`src/rtl/core/rdsr_pkg.sv`:
```
// Shared types and constants for the RRIP dueling stream replacement unit.
// No dependencies; used by the front, back and top level files.
package rdsr_pkg;

   localparam int SETS         = 2048;
   localparam int WAYS         = 16;
   localparam int LEADER_SETS  = 64;
   localparam int SELECTOR_MAX = 1023;

   localparam int SET_W  = 11;
   localparam int WAY_W  = 4;
   localparam int ADDR_W = 64;
   localparam int SEL_W  = 10;
   localparam int LFSR_W = 16;

   localparam logic [SEL_W-1:0]  SEL_MID   = SEL_W'(SELECTOR_MAX / 2);
   localparam logic [SEL_W-1:0]  SEL_TOP   = SEL_W'(SELECTOR_MAX);
   localparam logic [LFSR_W-1:0] LFSR_TAPS = 16'hB400;
   localparam logic [1:0]        RRPV_MAX  = 2'd3;

   // Register indexes
   localparam logic [1:0] CSR_STREAM_WINDOW = 2'd0;
   localparam logic [1:0] CSR_BYPASS_SCORE  = 2'd1;
   localparam logic [1:0] CSR_BIP_RATE_LOG2 = 2'd2;
   localparam logic [1:0] CSR_RNG_SEED      = 2'd3;

   // Action codes
   localparam logic ACT_VICTIM = 1'b0;
   localparam logic ACT_UPDATE = 1'b1;

   // Set classes for dueling
   localparam logic [1:0] CLS_LIP    = 2'd0;
   localparam logic [1:0] CLS_BIP    = 2'd1;
   localparam logic [1:0] CLS_FOLLOW = 2'd2;

   typedef struct packed {
      logic              action;
      logic [SET_W-1:0]  set_idx;
      logic [1:0]        set_class;
      logic [WAY_W-1:0]  way;
      logic [WAYS-1:0]   valid_mask;
      logic [ADDR_W-1:0] address;
      logic              was_hit;
   } item_type;

   // Front to back: queue head
   typedef struct packed {
      logic     valid;
      item_type item;
   } head_type;

   // Back to front: pop and clearing status
   typedef struct packed {
      logic pop;
      logic busy;
   } back_stat_type;

endpackage

```
`src/rtl/core/rdsr_front.sv`:
```
// Front part: accepts request beats, classifies the set, and queues them.
// Depends on rdsr_pkg.
module rdsr_front (
   input  logic                      clock,
   input  logic                      reset,
   input  logic                      req_valid,
   output logic                      req_stall,
   input  logic                      req_action,
   input  logic [10:0]               req_set_index,
   input  logic [3:0]                req_way_index,
   input  logic [15:0]               req_valid_mask,
   input  logic [63:0]               req_address,
   input  logic                      req_was_hit,
   input  rdsr_pkg::back_stat_type   stat,
   output rdsr_pkg::head_type        head
);

   rdsr_pkg::item_type q_mem_ff [2];
   logic       wr_ptr_ff, wr_ptr_in;
   logic       rd_ptr_ff, rd_ptr_in;
   logic [1:0] count_ff, count_in;
   logic       push;
   rdsr_pkg::item_type new_item;

   // Classify the incoming set
   always_comb begin
      new_item.action     = req_action;
      new_item.set_idx    = req_set_index;
      new_item.way        = req_way_index;
      new_item.valid_mask = req_valid_mask;
      new_item.address    = req_address;
      new_item.was_hit    = req_was_hit;
      if (req_set_index < rdsr_pkg::SET_W'(rdsr_pkg::LEADER_SETS)) begin
         new_item.set_class = rdsr_pkg::CLS_LIP;
      end else if (req_set_index < rdsr_pkg::SET_W'(2 * rdsr_pkg::LEADER_SETS)) begin
         new_item.set_class = rdsr_pkg::CLS_BIP;
      end else begin
         new_item.set_class = rdsr_pkg::CLS_FOLLOW;
      end
   end

   assign req_stall = (count_ff == 2'd2) || stat.busy;
   assign push      = req_valid && !req_stall;

   // Queue pointers
   always_comb begin
      wr_ptr_in = push ? ~wr_ptr_ff : wr_ptr_ff;
      rd_ptr_in = stat.pop ? ~rd_ptr_ff : rd_ptr_ff;
      count_in  = count_ff + {1'b0, push} - {1'b0, stat.pop};
   end

   always_ff @(posedge clock) begin
      if (reset) begin
         wr_ptr_ff <= 1'b0;
         rd_ptr_ff <= 1'b0;
         count_ff  <= 2'd0;
      end else begin
         wr_ptr_ff <= wr_ptr_in;
         rd_ptr_ff <= rd_ptr_in;
         count_ff  <= count_in;
      end
   end

   always_ff @(posedge clock) begin
      if (push) begin
         q_mem_ff[wr_ptr_ff] <= new_item;
      end
   end

   assign head.valid = (count_ff != 2'd0);
   assign head.item  = q_mem_ff[rd_ptr_ff];

endmodule

```
`config.mk`:
```
export PLATFORM = sky130hd
export DESIGN_NAME = rdsr_front
export DESIGN_NICKNAME = d
export VERILOG_FILES = /design/src/rtl/core/rdsr_pkg.sv /design/src/rtl/core/rdsr_front.sv
export SDC_FILE = /design/constraint.sdc
export NUM_CORES = 1
export LEC_CHECK = 0
export ABC_AREA = 1
export BUFFER_PORTS_ARGS = -buffer_cell sky130_fd_sc_hd__buf_2
export CORE_MARGIN = 1
export CORE_UTILIZATION = 30
export CTS_CLUSTER_DIAMETER = 80
export DETAILED_ROUTE_END_ITERATION = 12
export GPL_ROUTABILITY_DRIVEN = 0
export PLACE_DENSITY_LB_ADDON = 0.3
export SYNTH_ARGS = -nofsm -noshare
export SYNTH_HDL_FRONTEND = slang
export SYNTH_SLANG_ARGS = --single-unit
```
`constraint.sdc`:
```
create_clock -name clock -period 13.75 [get_ports clock]
set_input_delay 2.75 -clock clock [delete_from_list [all_inputs] [get_ports clock]]
set_output_delay 2.75 -clock clock [all_outputs]
set_load 0.02 [all_outputs]
```
==> run metrics, run 1 <==
H-tree depth 1; Worst-Margin Slew approximately 760 ps; unrepaired setup endpoints after global routing false; Post CTS Setup Buffer Count 0; PwrDens between 100 and 150 nW/um^2; sequential share of the synthesized area about four fifths; row count 57; Worst path most repeated cell buf_2; Worst Hold Class register to register; first-pass GRT wire length roughly 21000 um; Max Slew Vio Count 0; CP max stage delay around 150 ps; skew final 14.2 ps; Pre-antenna DRT Iters 4; Filler Cell Count between 2000 and 2500; outcome finished, final reports clean; Antenna Cells 0; kind of critical path primary input to primary output; Placed Cells slightly below 900; commonest non-fill, non-tap cell in the layout buf_2; vias per cell about 4.2; CTS tree built; core area 24300 um^2; grt ovf 0; Final min period ~5900 ps; Reg clk slew, reported paths about 60 ps; via count between 3000 and 4000; clk buf depth 3; Die ar. 25400 um^2; GRT Util Overall around a tenth; DPL Wire Length 9000 um; Total Wirelength approximately 14000 um; CP endpoint kind primary output; Crit path required time roughly 11000 ps; antenna violations before repair 0; vias in the first global route ~4200; Vert. Die Dim 159 um; pin count of the biggest net entering global routing 52; kind of start point of the critical path primary input; Slowest cell on crit path buf_2; worst-path cell chain buf_2, inv_1, nand2_1, buf_2; hold_buf cts 0; DR iter-0 viols approximately 170; Fin. Hold Viols 0; syn avg cell area around 21 um^2; Mapped Cells 350; clock root cell clkbuf_16; Area Overhead vs Synth 27.5%; Synth Register Bits around 200; post-DR wirelength/cell 15.3 um; Nets slightly below 700; highest clock rate between 150 and 200 MHz; DRC Markers 0; clock latency on the worst-skew pair ~500 ps; Max Cap Viol 0; Die Width approximately 160 um; share of cells above drive strength 1 around 58%; TNS Setup 0 ps; yosys warns 0; Crit Path Max Fanout 3; Pleak ~3.5 nW; PortBufs 202; TritonCTS Buffers 22; post-synth net total roughly 450; crit path DAT about 3100 ps; # IOs between 200 and 250; period utilization 42.8%; commonest cells after routing, fill and taps aside buf_2, edfxtp_1, mux2_2; Rel. slew slack between 40% and 50%; post-CTS resize count 0; fin cells 907; mapped cell area between 7000 and 8000 um^2; final count of negative-setup-slack endpoints 0; synth unique cells 14; Initial Util between 30 and 40%; ANT nets after route 0; VDD IR max approximately 89 uV; Sink Count ~200
per-layer routing:
layer / share of wire (%) / GRT usage, % / vias up
met4: 2.4 / 3.63 / 0
met5: 0 / 0 / -
met1: 38 / 11.5 / 1869
met2: 51 / 19.3 / 132
li1: - / - / 1797
met3: 7.9 / 3.91 / 21
state kept, by name, summed over array words and instances (netlist names), named ones only:
register   count
wr_ptr_ff      1
count_ff       2
rd_ptr_ff      1
q_mem_ff     198
power by group:
group	total [mW]	internal, mW	switching [mW]
sequential	0.720	0.709	0.0111
combinational	0.150	0.0626	0.0870
clock	0.532	0.315	0.217
stage by stage:
stage                     total power, mW  hold slack (ps)  util (%)  worst slack, ps  cell area [um^2]
after floorplan                     0.832              480         -             6120              7440
after global placement              0.882              495      36.3             7870              8830
after detailed placement            0.887              509      36.3             7860              8830
after CTS                            1.43              526      39.0             7860              9480
after global routing                 1.46              550      39.0             7840              9480
final                                1.40              516      39.0             7860              9480
cells in the mapped netlist:
| cell type | instances | share of area, % |
|---|---|---|
| nor2_1 | 9 | 0.45 |
| a21oi_1 | 1 | 0.067 |
| dfxtp_1 | 5 | 1.3 |
| xnor2_1 | 1 | 0.12 |
| nand4_1 | 1 | 0.084 |
| nand2_1 | 9 | 0.45 |
| buf_2 | 8 | 0.54 |
| inv_1 | 12 | 0.61 |
| edfxtp_1 | 198 | 80 |
| nand3_1 | 2 | 0.13 |
| mux2_4 | 10 | 2.0 |
| buf_6 | 3 | 0.45 |
| ha_1 | 2 | 0.34 |
| mux2_2 | 89 | 13 |
worst max-delay path: cells and delay by family:
family        cells  cell delay [ps]
buf+inv           3              320
simple gates      1               60
cell type report:
class | count | area [um^2] | share of cell area [%]
flip-flops and latches | 203 | 6050 | 63.8
inverters | 12 | 47.5 | 0.501
clock buffers | 32 | 629 | 6.64
multi-input cells | 124 | 1280 | 13.5
repair buffers | 206 | 1040 | 11.0
clock inverters | 6 | 27.5 | 0.290
well taps | 324 | 405 | 4.27
final timing paths:
path / startpoint / endpoint / slack (ps) / cells after the start
max reg2reg: count_ff[0] / q_mem_ff[0][5] / 11340 / 6
min: rd_ptr_ff / rd_ptr_ff / 520 / 2
max: stat[0] / req_stall / 7860 / 4
min reg2reg: rd_ptr_ff / rd_ptr_ff / 520 / 2
cells by family (layout without fill, tap and decap cells):
group | after synthesis | in the layout | share of synthesized area, %
flops | 203 | 203 | 81.3
compound gates | 1 | 1 | 0.0672
mux | 99 | 99 | 15.5
simple gates | 21 | 21 | 1.13
buf+inv | 23 | 256 | 1.60
xor+xnor | 1 | 1 | 0.118
fa+ha+maj | 2 | 2 | 0.336
Power figures use the tool's default switching activity.
==> run 2, diff against run 1 <==
clock period = 6.1 ns   (was 13.75 ns; I/O delays follow)
==> run metrics, run 2 (same netlist as run 1, synthesis figures left out) <==
H-tree depth 1 (unchanged); DPL Wire Length 9220 um (+2.4%); share of cells above drive strength 1 58.4% (+0.63 points); Max Slew Vio Count 0 (unchanged); kind of critical path register to primary output; period utilization between 60% and 70%; post-CTS resize count 0 (unchanged); met3 GRT Util 4.12% (+0.21 points); Sink Count 203 (unchanged); row count 57 (unchanged); Die Width 159 um (unchanged); skew final 10.9 ps (-3.22 ps); number of flip-flops in the largest register 198 (unchanged); Area Overhead vs Synth 28.9%; Register Area 6050 um^2 (unchanged); TNS Setup 0 ps (unchanged); Nets 674 (+0.15%); global route hottest layer met2; worst-path cell chain buf_4, mux2_2, buf_2; crit path DAT 2670 ps (-470 ps); clk buf depth 3 (unchanged); Initial Util 30.6% (unchanged); Antenna Cells 0 (unchanged); VDD IR max 236 uV (+170%); DRC Markers 0 (unchanged); Crit Path Max Fanout 55 (+52); Total Wirelength 14300 um (+3.3%); Regs by FF count q_mem_ff (198), count_ff (2); Reg clk slew, reported paths 60 ps (about the same); Max Cap Viol 0 (unchanged); CP endpoint kind primary output; PortBufs 202 (unchanged); Slowest cell on crit path dfxtp_4; highest clock rate 257 MHz; met1 usage 12.6% (+1.1 points); PwrDens 349 nW/um^2 (+140%); clock latency on the worst-skew pair 500 ps (about the same); Pleak 3.58 nW (+1.6%); final count of negative-setup-slack endpoints 0 (unchanged); core area 24300 um^2 (unchanged); post-DR wirelength/cell 15.7 um (+2.9%); antenna violations before repair 1 (+1); GRT Util Overall 11.2% (+0.51 points); Fin. Hold Viols 0 (unchanged); hold_buf cts 0 (unchanged); commonest cells after routing, fill and taps aside buf_2, edfxtp_1, mux2_2; grt ovf 0 (unchanged); Multi-input gate area 1280 um^2 (unchanged); commonest non-fill, non-tap cell in the layout buf_2; TritonCTS Buffers 23 (+4.5%); vias in the first global route 4258 (+1.8%); Rel. slew slack 43.7% (-5.8 points); Vert. Die Dim 159 um (unchanged); Filler Cell Count 2269 (-0.40%); design area 9590 um^2 (+1.1%); Post CTS Setup Buffer Count 0 (unchanged); largest reg by FF count q_mem_ff; unrepaired setup endpoints after global routing false; Die ar. 25400 um^2 (unchanged); CTS tree built; Final min period roughly 4000 ps; via count 3830 (+0.29%); outcome finished, final reports clean; pin count of the biggest net entering global routing 56 (+7.7%); DP Area 8830 um^2 (unchanged); DR iter-0 viols 134 (-23%); clock root cell clkbuf_16; first-pass GRT wire length 22600 um (+5.3%); GRT met2 Usage 19.8% (+0.52 points); # IOs 203 (unchanged); Worst Hold Class register to register; hold slack 538 ps (+22.2 ps); Worst-Margin Slew 845 ps (+86.7 ps); final total power 3.35 mW (+140%); vias per cell 4.20 (-0.15%); ANT nets after route 0 (unchanged); Pre-antenna DRT Iters 4 (unchanged); Crit path required time 4880 ps (-6120 ps); kind of start point of the critical path register; CP max stage delay 860 ps (+710 ps)
[run 2: cell count changes in the layout (fill, tap and decap cells not counted), sizes merged]
cell    previous run  this run
bufinv             0         4
clkbuf            32        28
clkinv             6         9
inv               12        13
[run 2: report_power, final]
group | total (mW) | internal (mW) | switching [mW]
sequential | 1.63 | 1.60 | 0.0287
clock | 1.39 | 0.862 | 0.523
combinational | 0.335 | 0.141 | 0.193
total | 3.35 | 2.60 | 0.745
[run 2: per-stage QoR]
stage / instances / util (%) / setup WS [ps]
after CTS: 911 / 39.4 / 2120
after floorplan: 350 / - / 2.87
after global routing: 911 / 39.4 / 2020
after detailed placement: 869 / 36.3 / 2680
final: 911 / 39.4 / 2210
after global placement: 869 / 36.3 / 2720
[run 2: path summary, 6_finish.rpt]
| check | cells after the start | to | slack (ps) | start |
|---|---|---|---|---|
| min reg2reg | 2 | register | 540 | rd_ptr_ff |
| min | 2 | register | 540 | rd_ptr_ff |
| max | 3 | head[39] | 2210 | register |
| max reg2reg | 5 | q_mem_ff[1][56] | 3770 | count_ff[0] |
[run 2: per-layer routing]
| metal | vias to the layer above | routed length, um |
|---|---|---|
| met5 | - | 0 |
| met4 | 0 | 232 |
| met3 | 24 | 1250 |
| met2 | 134 | 7240 |
| met1 | 1868 | 5610 |
| li1 | 1804 | - |
[run 2: final cells by class]
cell class	count	area share, %
Clock buffer	28	6.20
Clock inverter	14	1.79
Inverter	12	0.496
Multi-Input combinational cell	124	13.4
Sequential cell	203	63.1
Tap cell	324	4.23
Timing Repair Buffer	206	10.9
[run 2: worst max-delay path, delay by kind of cell, from the launching register on]
kind | cells | cell delay [ps]
flip-flops | 1 | 860
buffers and inverters | 2 | 790
multiplexers | 1 | 410
==> run 3, diff against run 2 <==
clock period = 3.5 ns   (was 6.1 ns; I/O delays follow)
==> run metrics, run 3 (same netlist as run 1, synthesis figures left out) <==
post-DR wirelength/cell 15.6 um (-0.98%); clock root cell clkbuf_16; Post CTS Setup Buffer Count 0 (unchanged); post-CTS resize count 0 (unchanged); Crit path max-delay family buffers and inverters; hold_buf cts 0 (unchanged); internal power 4.24 mW (+63%); largest reg by FF count q_mem_ff; Regs by FF count q_mem_ff (198), count_ff (2); crit path DAT 2060 ps (-610 ps); row count 57 (unchanged); vias per cell 4.24 (+0.84%); Die Width 159 um (unchanged); DPL Wire Length 9450 um (+2.5%); Vert. Die Dim 159 um (unchanged); core area 24300 um^2 (unchanged); Fin. Hold Viols 0 (unchanged); Pre-antenna DRT Iters 4 (unchanged); number of flip-flops in the largest register 198 (unchanged); GRT Util Overall 11.2% (-0.017 points); Clock power frac 37.8% (-3.6 points); final count of negative-setup-slack endpoints 0 (unchanged); clk buf depth 3 (unchanged); VDD IR max 370 uV (+56%); antenna violations before repair 3 (+2); kind of critical path register to primary output; Die ar. 25400 um^2 (unchanged); # IOs 203 (unchanged); PwrDens 579 nW/um^2 (+66%); Initial Util 30.6% (unchanged); Sink Count 203 (unchanged); CP max stage delay 530 ps (-330 ps); Logic pwr share 11.1% (+1.1 points); sw frac 23.2% (+0.90 points); unrepaired setup endpoints after global routing false; Crit path required time 2800 ps (-2080 ps); kind of start point of the critical path register; Rel. slew slack 41.4% (-2.3 points); Pleak 3.54 nW (-1.0%); TritonCTS Buffers 23 (unchanged); via count 3875 (+1.2%); Worst Hold Class primary input to register; commonest cells after routing, fill and taps aside buf_2, edfxtp_1, mux2_2; TNS Setup 0 ps (unchanged); clock latency on the worst-skew pair 510 ps (about the same); sequential fraction of design power 51.1% (+2.5 points); Max Cap Viol 0 (unchanged); DRC Markers 0 (unchanged); Worst-Margin Slew 879 ps (+34.2 ps); commonest non-fill, non-tap cell in the layout buf_2; Max Slew Vio Count 0 (unchanged); CTS tree built; PortBufs 202 (unchanged); Area Overhead vs Synth 28.1%; Slowest cell on crit path dfxtp_4; H-tree depth 1 (unchanged); DR iter-0 viols 161 (+20%); outcome finished, final reports clean; highest clock rate ~360 MHz; Crit Path Max Fanout 31 (-44%); Worst Path Buf+Inv 2 (unchanged); CP endpoint kind primary output; ANT nets after route 0 (unchanged); period utilization between 70% and 80%; skew final 18.4 ps (+7.42 ps); first-pass GRT wire length 22600 um (-0.25%); P_sw 1.28 mW (+71%); vias in the first global route 4251 (-0.16%); Nets 676 (+0.30%); grt ovf 0 (unchanged); Reg clk slew, reported paths 60 ps (about the same); worst-path cell chain buf_4, mux2_2, buf_2; Total Wirelength 14200 um (-0.66%); share of cells above drive strength 1 57.8% (-0.61 points); final total power 5.52 mW (+65%); Final min period about 2800 ps; pin count of the biggest net entering global routing 65 (+16%)
## run 3: final cells by class
class                      instances  area (um^2)
antenna                            2         5.00
tap                              324          405
multi-input combinational        124         1280
fill                            2261        14800
clock inverter                    14         68.8
timing repair buffer             208         1080
clock buffer                      27          591
sequential                       203         6050
inverter                          12         47.5
## run 3: power groups by stage
| stage | registers [mW] | clock network [mW] | logic, mW |
|---|---|---|---|
| CTS | 2.82 | 2.16 | 0.628 |
| global route | 2.83 | 2.25 | 0.662 |
| detailed placement | 2.87 | 0 | 0.624 |
| global placement | 2.86 | 0 | 0.613 |
| finish | 2.82 | 2.08 | 0.613 |
| floorplan | 2.86 | 0 | 0.402 |
## run 3: worst register-to-register path, delay by kind of cell, from the launching register on
kind	cells	cell delay [ps]
DFF	1	340
and+or+nand+nor	3	400
buffers and inverters	2	770
## run 3: per-layer routing
layer / share of wire (%) / track usage, %
met5: 0.077 / 0
met4: 2.9 / 3.41
met3: 7.7 / 3.88
met2: 50 / 20.3
met1: 40 / 12.2
## run 3: through the flow
step           instances  hold WS, ps  cell area (um^2)  setup slack (ps)  utilization, %
6_report             914          376              9530               739            39.2
4_1_cts              912          350              9530               650            39.2
2_1_floorplan        350          480              7450               232               -
3_3_place_gp         871          498              8870              1220            36.5
3_5_place_dp         871          511              8870              1160            36.5
5_1_grt              912          352              9530               612            39.2
## run 3: path summary, 6_finish.rpt
kind	slack, ps	to	depth (start not counted)	startpoint
min reg2reg	530	rd_ptr_ff	2	rd_ptr_ff
max	740	head[79]	3	register
min	380	q_mem_ff[1][18]	1	req_address[17]
max reg2reg	1580	q_mem_ff[0][89]	5	count_ff[0]
